--- src/design/dlfb_pkg.sv ---
// Package: shared types, constants and codes for the dense layer engine.
package dlfb_pkg;

   localparam int MaxIn    = 16;
   localparam int MaxOut   = 16;
   localparam int MaxBatch = 8;

   typedef enum logic [2:0] {
      CMD_LOAD_W  = 3'd0,
      CMD_LOAD_B  = 3'd1,
      CMD_FWD     = 3'd2,
      CMD_BWD     = 3'd3,
      CMD_RD_WG   = 3'd4,
      CMD_RD_BG   = 3'd5
   } cmd_type;

   typedef enum logic [1:0] {
      KIND_FWD = 2'd0,
      KIND_IG  = 2'd1,
      KIND_WG  = 2'd2,
      KIND_BG  = 2'd3
   } kind_type;

   localparam logic [1:0] REG_IN_COUNT    = 2'd0;
   localparam logic [1:0] REG_OUT_COUNT   = 2'd1;
   localparam logic [1:0] REG_BATCH_COUNT = 2'd2;

   typedef struct packed {
      logic [2:0]         command;
      logic [2:0]         sample;
      logic [3:0]         row;
      logic [3:0]         col;
      logic signed [15:0] operand;
   } req_type;

   typedef struct packed {
      logic [1:0]         kind;
      logic [3:0]         index;
      logic signed [31:0] result;
      logic               last;
   } rsp_type;

   typedef enum logic [3:0] {
      ST_IDLE,
      ST_FWD_RD,   // issue weight/activation reads for one product
      ST_FWD_MAC,  // accumulate
      ST_FWD_OUT,
      ST_BWD_RD,   // backward gradient update: read act and old grad
      ST_BWD_UPD,  // write updated weight grad (and bias grad at column zero)
      ST_IG_RD,
      ST_IG_MAC,
      ST_IG_OUT,
      ST_GR_RD,
      ST_GR_OUT
   } state_type;

   // Controller to datapath
   typedef struct packed {
      logic clr_acc;     // load accumulator with start value
      logic use_bias;    // start value is bias (else zero)
      logic mac;         // add product into accumulator
      logic wg_write;    // write updated weight gradient
      logic bg_write;    // write updated bias gradient
      logic emit;        // present a result
      logic [1:0] kind;
      logic last;
   } ctl_type;

   // 32-bit saturation of a wide signed sum
   function automatic logic signed [31:0] sat32(input logic signed [47:0] v);
      logic signed [31:0] r;
      if (v > 48'sd2147483647) r = 32'sh7fffffff;
      else if (v < -48'sd2147483648) r = 32'sh80000000;
      else r = v[31:0];
      return r;
   endfunction

endpackage

--- src/design/dlfb_ctrl.sv ---
// Controller: sequences loads, forward, backward and gradient reads.
module dlfb_ctrl #(
   parameter int MAX_IN    = dlfb_pkg::MaxIn,
   parameter int MAX_OUT   = dlfb_pkg::MaxOut,
   parameter int MAX_BATCH = dlfb_pkg::MaxBatch
) (
   input  logic                 clock,
   input  logic                 reset,
   input  logic                 start,
   input  dlfb_pkg::req_type    req,
   input  logic [4:0]           in_count,
   input  logic [4:0]           out_count,
   input  logic [3:0]           batch_count,
   output logic                 busy,
   output logic [3:0]           row_idx,
   output logic [3:0]           col_idx,
   output logic [2:0]           smp_idx,
   output logic                 smp_zero,
   output dlfb_pkg::cmd_type    cmd,
   output dlfb_pkg::ctl_type    ctl
);
   dlfb_pkg::state_type state_ff, state_in;
   logic [3:0] r_ff, r_in, c_ff, c_in;
   logic [2:0] s_ff, s_in;
   dlfb_pkg::cmd_type cmd_ff, cmd_in;
   logic [3:0] ilast, olast;

   assign ilast = 4'(in_count - 5'd1);
   assign olast = 4'(out_count - 5'd1);

   always_ff @(posedge clock) begin
      if (reset) begin
         state_ff <= dlfb_pkg::ST_IDLE;
      end else begin
         state_ff <= state_in;
      end
      r_ff   <= r_in;
      c_ff   <= c_in;
      s_ff   <= s_in;
      cmd_ff <= cmd_in;
   end

   // next state and commands
   always_comb begin
      state_in = state_ff;
      r_in = r_ff;
      c_in = c_ff;
      s_in = s_ff;
      cmd_in = cmd_ff;
      ctl = '0;
      busy = (state_ff != dlfb_pkg::ST_IDLE);
      case (state_ff)
         dlfb_pkg::ST_IDLE: begin
            if (start) begin
               cmd_in = dlfb_pkg::cmd_type'(req.command);
               s_in = req.sample;
               r_in = req.row;
               c_in = req.col;
               case (req.command)
                  dlfb_pkg::CMD_FWD: begin
                     if ({1'b0, req.sample} < batch_count && {1'b0, req.col} < in_count
                         && req.col == ilast) begin
                        state_in = dlfb_pkg::ST_FWD_RD;
                        r_in = '0;
                        c_in = '0;
                     end
                  end
                  dlfb_pkg::CMD_BWD: begin
                     if ({1'b0, req.sample} < batch_count && {1'b0, req.row} < out_count
                         && req.row == olast) begin
                        state_in = dlfb_pkg::ST_BWD_RD;
                        r_in = '0;
                        c_in = '0;
                     end
                  end
                  dlfb_pkg::CMD_RD_WG, dlfb_pkg::CMD_RD_BG: state_in = dlfb_pkg::ST_GR_RD;
                  default: ;
               endcase
            end
         end
         dlfb_pkg::ST_FWD_RD: begin
            state_in = dlfb_pkg::ST_FWD_MAC;
         end
         dlfb_pkg::ST_FWD_MAC: begin
            ctl.mac = 1'b1;
            // first product of a row starts from the row's bias
            if (c_ff == '0) begin
               ctl.clr_acc = 1'b1;
               ctl.use_bias = 1'b1;
            end
            if (c_ff == ilast) begin
               state_in = dlfb_pkg::ST_FWD_OUT;
            end else begin
               c_in = c_ff + 4'd1;
               state_in = dlfb_pkg::ST_FWD_RD;
            end
         end
         dlfb_pkg::ST_FWD_OUT: begin
            ctl.emit = 1'b1;
            ctl.kind = dlfb_pkg::KIND_FWD;
            ctl.last = (r_ff == olast);
            c_in = '0;
            if (r_ff == olast) begin
               state_in = dlfb_pkg::ST_IDLE;
            end else begin
               r_in = r_ff + 4'd1;
               state_in = dlfb_pkg::ST_FWD_RD;
            end
         end
         dlfb_pkg::ST_BWD_RD: state_in = dlfb_pkg::ST_BWD_UPD;
         dlfb_pkg::ST_BWD_UPD: begin
            ctl.wg_write = 1'b1;
            if (c_ff == '0) ctl.bg_write = 1'b1;
            if (c_ff == ilast) begin
               c_in = '0;
               if (r_ff == olast) begin
                  r_in = '0;
                  state_in = dlfb_pkg::ST_IG_RD;
               end else begin
                  r_in = r_ff + 4'd1;
                  state_in = dlfb_pkg::ST_BWD_RD;
               end
            end else begin
               c_in = c_ff + 4'd1;
               state_in = dlfb_pkg::ST_BWD_RD;
            end
         end
         dlfb_pkg::ST_IG_RD: begin
            if (r_ff == '0) ctl.clr_acc = 1'b1;
            state_in = dlfb_pkg::ST_IG_MAC;
         end
         dlfb_pkg::ST_IG_MAC: begin
            ctl.mac = 1'b1;
            if (r_ff == olast) begin
               state_in = dlfb_pkg::ST_IG_OUT;
            end else begin
               r_in = r_ff + 4'd1;
               state_in = dlfb_pkg::ST_IG_RD;
            end
         end
         dlfb_pkg::ST_IG_OUT: begin
            ctl.emit = 1'b1;
            ctl.kind = dlfb_pkg::KIND_IG;
            ctl.last = (c_ff == ilast);
            r_in = '0;
            if (c_ff == ilast) begin
               state_in = dlfb_pkg::ST_IDLE;
            end else begin
               c_in = c_ff + 4'd1;
               state_in = dlfb_pkg::ST_IG_RD;
            end
         end
         dlfb_pkg::ST_GR_RD: state_in = dlfb_pkg::ST_GR_OUT;
         dlfb_pkg::ST_GR_OUT: begin
            ctl.emit = 1'b1;
            ctl.kind = (cmd_ff == dlfb_pkg::CMD_RD_WG) ? dlfb_pkg::KIND_WG : dlfb_pkg::KIND_BG;
            ctl.last = 1'b1;
            state_in = dlfb_pkg::ST_IDLE;
         end
         default: state_in = dlfb_pkg::ST_IDLE;
      endcase
   end

   assign row_idx  = r_ff;
   assign col_idx  = c_ff;
   assign smp_idx  = s_ff;
   assign smp_zero = (s_ff == '0);
   assign cmd      = cmd_ff;
endmodule

--- config.mk ---
export PLATFORM = sky130hd
export DESIGN_NAME = dlfb_ctrl
export DESIGN_NICKNAME = d
export VERILOG_FILES = /design/src/design/dlfb_pkg.sv /design/src/design/dlfb_ctrl.sv
export SDC_FILE = /design/constraint.sdc
export NUM_CORES = 1
export LEC_CHECK = 0
export BUFFER_PORTS_ARGS = -buffer_cell sky130_fd_sc_hd__buf_4
export CAP_MARGIN = 30
export CORE_UTILIZATION = 35
export DETAILED_ROUTE_END_ITERATION = 12
export PLACE_DENSITY = 0.59
export SYNTH_ARGS = -nofsm -noshare
export SYNTH_HDL_FRONTEND = slang
export SYNTH_SLANG_ARGS = --single-unit
--- constraint.sdc ---
create_clock -name clock -period 2.4 [get_ports clock]
set_input_delay 0.24 -clock clock [delete_from_list [all_inputs] [get_ports clock]]
set_output_delay 0.24 -clock clock [all_outputs]
set_load 0.005 [all_outputs]
==> report_table.html <==
<table>
<tr><th>Metric</th><th>Value</th></tr>
<tr><th colspan="2">Routing</th></tr>
<tr><td>Antenna viol nets, final</td><td>0</td></tr>
<tr><td>Drt total wl</td><td>4350 um</td></tr>
<tr><td>Per-cell via count in the routed design</td><td>5.01</td></tr>
<tr><td>Remaining design rule violation count</td><td>0</td></tr>
<tr><td>Post-detailed-route wirelength per cell</td><td>13.0 um</td></tr>
<tr><td>Number of design-rule violations left by the first detailed-router iteration</td><td>110</td></tr>
<tr><td>Vias post-DR</td><td>1,673</td></tr>
<tr><td>DRT Pass-1 Iters</td><td>4</td></tr>
<tr><th colspan="2">Power</th></tr>
<tr><td>Internal cell power</td><td>1.30 mW</td></tr>
<tr><td>Leakage</td><td>1.08 nW</td></tr>
<tr><td>Clock network fraction of design power</td><td>11.5%</td></tr>
<tr><td>P per Cell Area</td><td>946 mW/mm^2</td></tr>
<tr><td>Maximum resistive drop on vdd</td><td>0.507 mV</td></tr>
<tr><td>Flop pwr share</td><td>32.2%</td></tr>
<tr><td>Switching Fraction</td><td>41.6%</td></tr>
<tr><td>Switch Pwr</td><td>0.924 mW</td></tr>
<tr><td>Relative contribution of combinational cells to total power</td><td>56.3%</td></tr>
<tr><th colspan="2">Floorplan</th></tr>
<tr><td>Standard cell core area</td><td>0.00485 sq mm</td></tr>
<tr><td>Number of rows in the core area</td><td>25</td></tr>
<tr><td>Die height</td><td>73.8 um</td></tr>
<tr><td>Initial core utilization</td><td>37.2%</td></tr>
<tr><td>Die area</td><td>0.00544 sq mm</td></tr>
<tr><td>Die width</td><td>73.8 um</td></tr>
<tr><td>Number of placed I/O pins</td><td>72</td></tr>
<tr><th colspan="2">Logic synthesis</th></tr>
<tr><td>Distinct cell type count of the synthesized netlist</td><td>46</td></tr>
<tr><td>Number of synthesized flops with an enable pin</td><td>14</td></tr>
<tr><td>Combined area of all synthesized cells</td><td>0.00180 sq mm</td></tr>
<tr><td>Cell types with the highest counts after synthesis</td><td>sky130_fd_sc_hd__nand2_1 (25), sky130_fd_sc_hd__inv_1 (24), sky130_fd_sc_hd__ha_1 (16)</td></tr>
<tr><td>Number of nets in the synthesized netlist</td><td>275</td></tr>
<tr><td>Mean area per synthesized cell</td><td>8.50 sq um</td></tr>
<tr><td>Cell count after synthesis</td><td>212</td></tr>
<tr><td>Fraction of registers with async set/reset</td><td>0%</td></tr>
<tr><td>Part of the Yosys area used for sequential elements</td><td>27.8%</td></tr>
<tr><td>Post-synth top area share</td><td>23.3%</td></tr>
<tr><td>Leading cell type by number of instances after synthesis</td><td>sky130_fd_sc_hd__nand2_1</td></tr>
<tr><td>Cell types occupying the most area after synthesis</td><td>sky130_fd_sc_hd__edfxtp_1 (23%), sky130_fd_sc_hd__ha_1 (11%), sky130_fd_sc_hd__xor2_1 (6.3%)</td></tr>
<tr><td>Number of register bits inferred by synthesis</td><td>18</td></tr>
<tr><td>Most frequently used flop master after synthesis</td><td>sky130_fd_sc_hd__edfxtp_1</td></tr>
<tr><td>Ys Warns</td><td>0</td></tr>
<tr><td>Cell taking the most area after synthesis</td><td>sky130_fd_sc_hd__edfxtp_1</td></tr>
<tr><th colspan="2">CTS</th></tr>
<tr><td>Max Buffers Root-to-Sink</td><td>2</td></tr>
<tr><td>CTS Buf Count</td><td>3</td></tr>
<tr><td>Clock slew seen by the registers of the worst setup and hold paths</td><td>0.08 ns</td></tr>
<tr><td>Later-pin clock latency in the skew report</td><td>0.26 ns</td></tr>
<tr><td>TritonCTS clock tree</td><td>yes</td></tr>
<tr><td>Cts-stage hold buffer count</td><td>0</td></tr>
<tr><td>Number of buffers inserted by post-CTS setup repair</td><td>0</td></tr>
<tr><td>Sinks on Clock Net</td><td>18</td></tr>
<tr><td># H-tree levels</td><td>1</td></tr>
<tr><td>Post-CTS Resized</td><td>0</td></tr>
<tr><td>Root Buffer Master</td><td>sky130_fd_sc_hd__clkbuf_8</td></tr>
<tr><th colspan="2">STA</th></tr>
<tr><td>Layout Skew</td><td>0.00829 ns</td></tr>
<tr><td>Setup repair after global routing missed its margin</td><td>no</td></tr>
<tr><td>Slew at the pin closest to its max-slew limit</td><td>0.747 ns</td></tr>
<tr><td>Slew margin rel.</td><td>49.8%</td></tr>
<tr><td>Post-route setup TNS</td><td>0 ns</td></tr>
<tr><td>Final Hold Fails</td><td>0</td></tr>
<tr><td>Timing-limited maximum frequency</td><td>0.457 GHz</td></tr>
<tr><td>Count of final max-slew check failures</td><td>0</td></tr>
<tr><td>Final setup fails</td><td>0</td></tr>
<tr><td>Min Clock Period, post-route</td><td>2.19 ns</td></tr>
<tr><td>Final period utilization</td><td>91.2%</td></tr>
<tr><th colspan="2">Global routing</th></tr>
<tr><td>Overflow left after global routing</td><td>0</td></tr>
<tr><td>GR Util All Layers</td><td>16.4%</td></tr>
<tr><td>Wire length of the first global-routing pass</td><td>6890 um</td></tr>
<tr><td>Pin count of the biggest net entering global routing</td><td>19</td></tr>
<tr><td>Vias in the first global route</td><td>1,527</td></tr>
<tr><td>Initial antenna violation count</td><td>0</td></tr>
<tr><th colspan="2">Worst setup path</th></tr>
<tr><td>Startpoint kind of the worst setup timing path</td><td>register</td></tr>
<tr><td>Critical path fanouts, max</td><td>7</td></tr>
<tr><td>Number of cells traversed by the worst register-to-register path</td><td>5</td></tr>
<tr><td>Worst R2R End</td><td>col_idx[0]</td></tr>
<tr><td>Crit path required time</td><td>2.16 ns</td></tr>
<tr><td>CP max-delay cell</td><td>sky130_fd_sc_hd__edfxtp_1</td></tr>
<tr><td>Type of element capturing the critical path</td><td>output port</td></tr>
<tr><td>Category of the most critical setup path</td><td>register to output port</td></tr>
<tr><td>Flop-to-flop setup slack</td><td>0.26 ns</td></tr>
<tr><td>Worst EP arrival</td><td>1.95 ns</td></tr>
<tr><td>Cells along the critical path</td><td>xnor3_1, and4_1, nand2_1, o22a_1, nor2_1, buf_4</td></tr>
<tr><td>Critical path's largest stage delay</td><td>0.47 ns</td></tr>
<tr><td>RR Startpoint</td><td>col_idx[3]</td></tr>
<tr><th colspan="2">Finish</th></tr>
<tr><td>Area growth from synthesis to final layout</td><td>30.2%</td></tr>
<tr><td>Sequential standard cell area</td><td>500 sq um</td></tr>
<tr><td>Fraction of layout cells with a size suffix above 1</td><td>28.8%</td></tr>
<tr><td>NumNets Final</td><td>331</td></tr>
<tr><td>Footprint of the multi-input gates</td><td>0.00116 sq mm</td></tr>
<tr><td>Fill cell instance count of the final layout</td><td>485</td></tr>
<tr><td>Post-Layout Cell Count</td><td>334</td></tr>
<tr><td>End-of-flow core utilization</td><td>48.4%</td></tr>
<tr><td>Ant diodes</td><td>0</td></tr>
<tr><th colspan="2">Worst hold path</th></tr>
<tr><td>Tightest Hold Check Type</td><td>input port to register</td></tr>
<tr><td>Endpoint with the worst hold slack</td><td>state_ff[1]</td></tr>
<tr><td>Number of cells on the worst hold path</td><td>2</td></tr>
<tr><td>Worst Min Path Start</td><td>reset</td></tr>
<tr><th colspan="2">Placement</th></tr>
<tr><td>DP Wirelength</td><td>3520 um</td></tr>
<tr><td>IO buf count</td><td>55</td></tr>
<tr><td>Weighted congestion reported at the end of routability-driven placement</td><td>0.813</td></tr>
<tr><td>Dpl cells</td><td>330</td></tr>
<tr><th colspan="2">Flow run</th></tr>
<tr><td>Count of maximum capacitance violations</td><td>0</td></tr>
<tr><th colspan="2">Run status</th></tr>
<tr><td>Status</td><td>completed</td></tr>
</table>
## power groups by stage
stage / combinational (mW) / sequential, mW / clock [mW]
detailed placement: 1.25 / 0.720 / 0
CTS: 1.25 / 0.713 / 0.258
floorplan: 0.850 / 0.640 / 0
global placement: 1.23 / 0.721 / 0
global route: 1.38 / 0.740 / 0.272
finish: 1.25 / 0.716 / 0.255
## cell type report
type,instances,share of cell area [%]
inverter,24,3.84
clock buffer,4,2.35
timing repair buffer,61,19.5
multi-input combinational,160,49.4
tap,67,3.57
sequential,18,21.3
## worst max-delay path by stage
stage / startpoint / endpoint / slack, ns
6_report: row_idx[3] / ctl[0] / 0.21
5_1_grt: out_count[0] / ctl[0] / 0.14
4_1_cts: row_idx[3] / ctl[0] / 0.21
3_5_place_dp: out_count[0] / col_idx[2] / 0.07
3_3_place_gp: out_count[0] / col_idx[2] / 0.08
2_1_floorplan: in_count[0] / row_idx[0] / 0.33
## kinds of logic (layout without fill, tap and decap cells)
| family | count (synthesis) | in the layout | share of synthesized area [%] |
|---|---|---|---|
| compound gates | 45 | 45 | 17.6 |
| simple gates | 73 | 73 | 21.3 |
| mux | 1 | 1 | 0.625 |
| xor+xnor | 25 | 25 | 13.7 |
| flops | 18 | 18 | 27.8 |
| buf+inv | 34 | 89 | 7.92 |
| fa+ha+maj | 16 | 16 | 11.1 |
## sequential cells by signal, summed over array words and instances, names as in the netlist
name	flops
cmd	3
smp_idx	3
state_ff	4
col_idx	4
row_idx	4
## metal layers
layer  vias to the layer above  routed length [um]  global-route usage [%]
met1                       767                2090                    21.9
met4                         0                  21                    4.27
met2                        51                2030                    27.3
met3                         2                 211                    3.02
met5                         -                   0                       0
li1                        853                   -                       -
## through the flow
step / instance area, sq um / setup WS [ns] / hold WS, ns / power (mW)
3_3_place_gp: 2290 / 0.0842 / 0.430 / 1.95
2_1_floorplan: 1800 / 0.328 / 0.305 / 1.49
4_1_cts: 2350 / 0.211 / 0.169 / 2.23
5_1_grt: 2350 / 0.138 / 0.162 / 2.40
3_5_place_dp: 2290 / 0.0681 / 0.436 / 1.97
6_report: 2350 / 0.212 / 0.171 / 2.22
## placed cells by master (no fill, tap or decap), types with 3 or more instances in the layout
cell type,instances
sky130_fd_sc_hd__nor2b_1,5
sky130_fd_sc_hd__inv_1,24
sky130_fd_sc_hd__xnor2_1,10
sky130_fd_sc_hd__o21ai_0,3
sky130_fd_sc_hd__clkbuf_8,4
sky130_fd_sc_hd__ha_1,16
sky130_fd_sc_hd__edfxtp_1,14
sky130_fd_sc_hd__nor2_1,15
sky130_fd_sc_hd__buf_4,61
sky130_fd_sc_hd__nor3_1,8
sky130_fd_sc_hd__nand2_1,25
sky130_fd_sc_hd__dfxtp_1,4
sky130_fd_sc_hd__o22ai_1,9
sky130_fd_sc_hd__a21oi_1,15
sky130_fd_sc_hd__xor2_1,13
## worst max-delay path: cells and delay by family (launching register included)
family	cells	cell delay, ns
buffers and inverters	1	0.11
flip-flops	1	0.47
XOR/XNOR	1	0.29
AO/OA/AOI/OAI	1	0.22
AND/OR/NAND/NOR	3	0.59
Power figures use the tool's default switching activity.
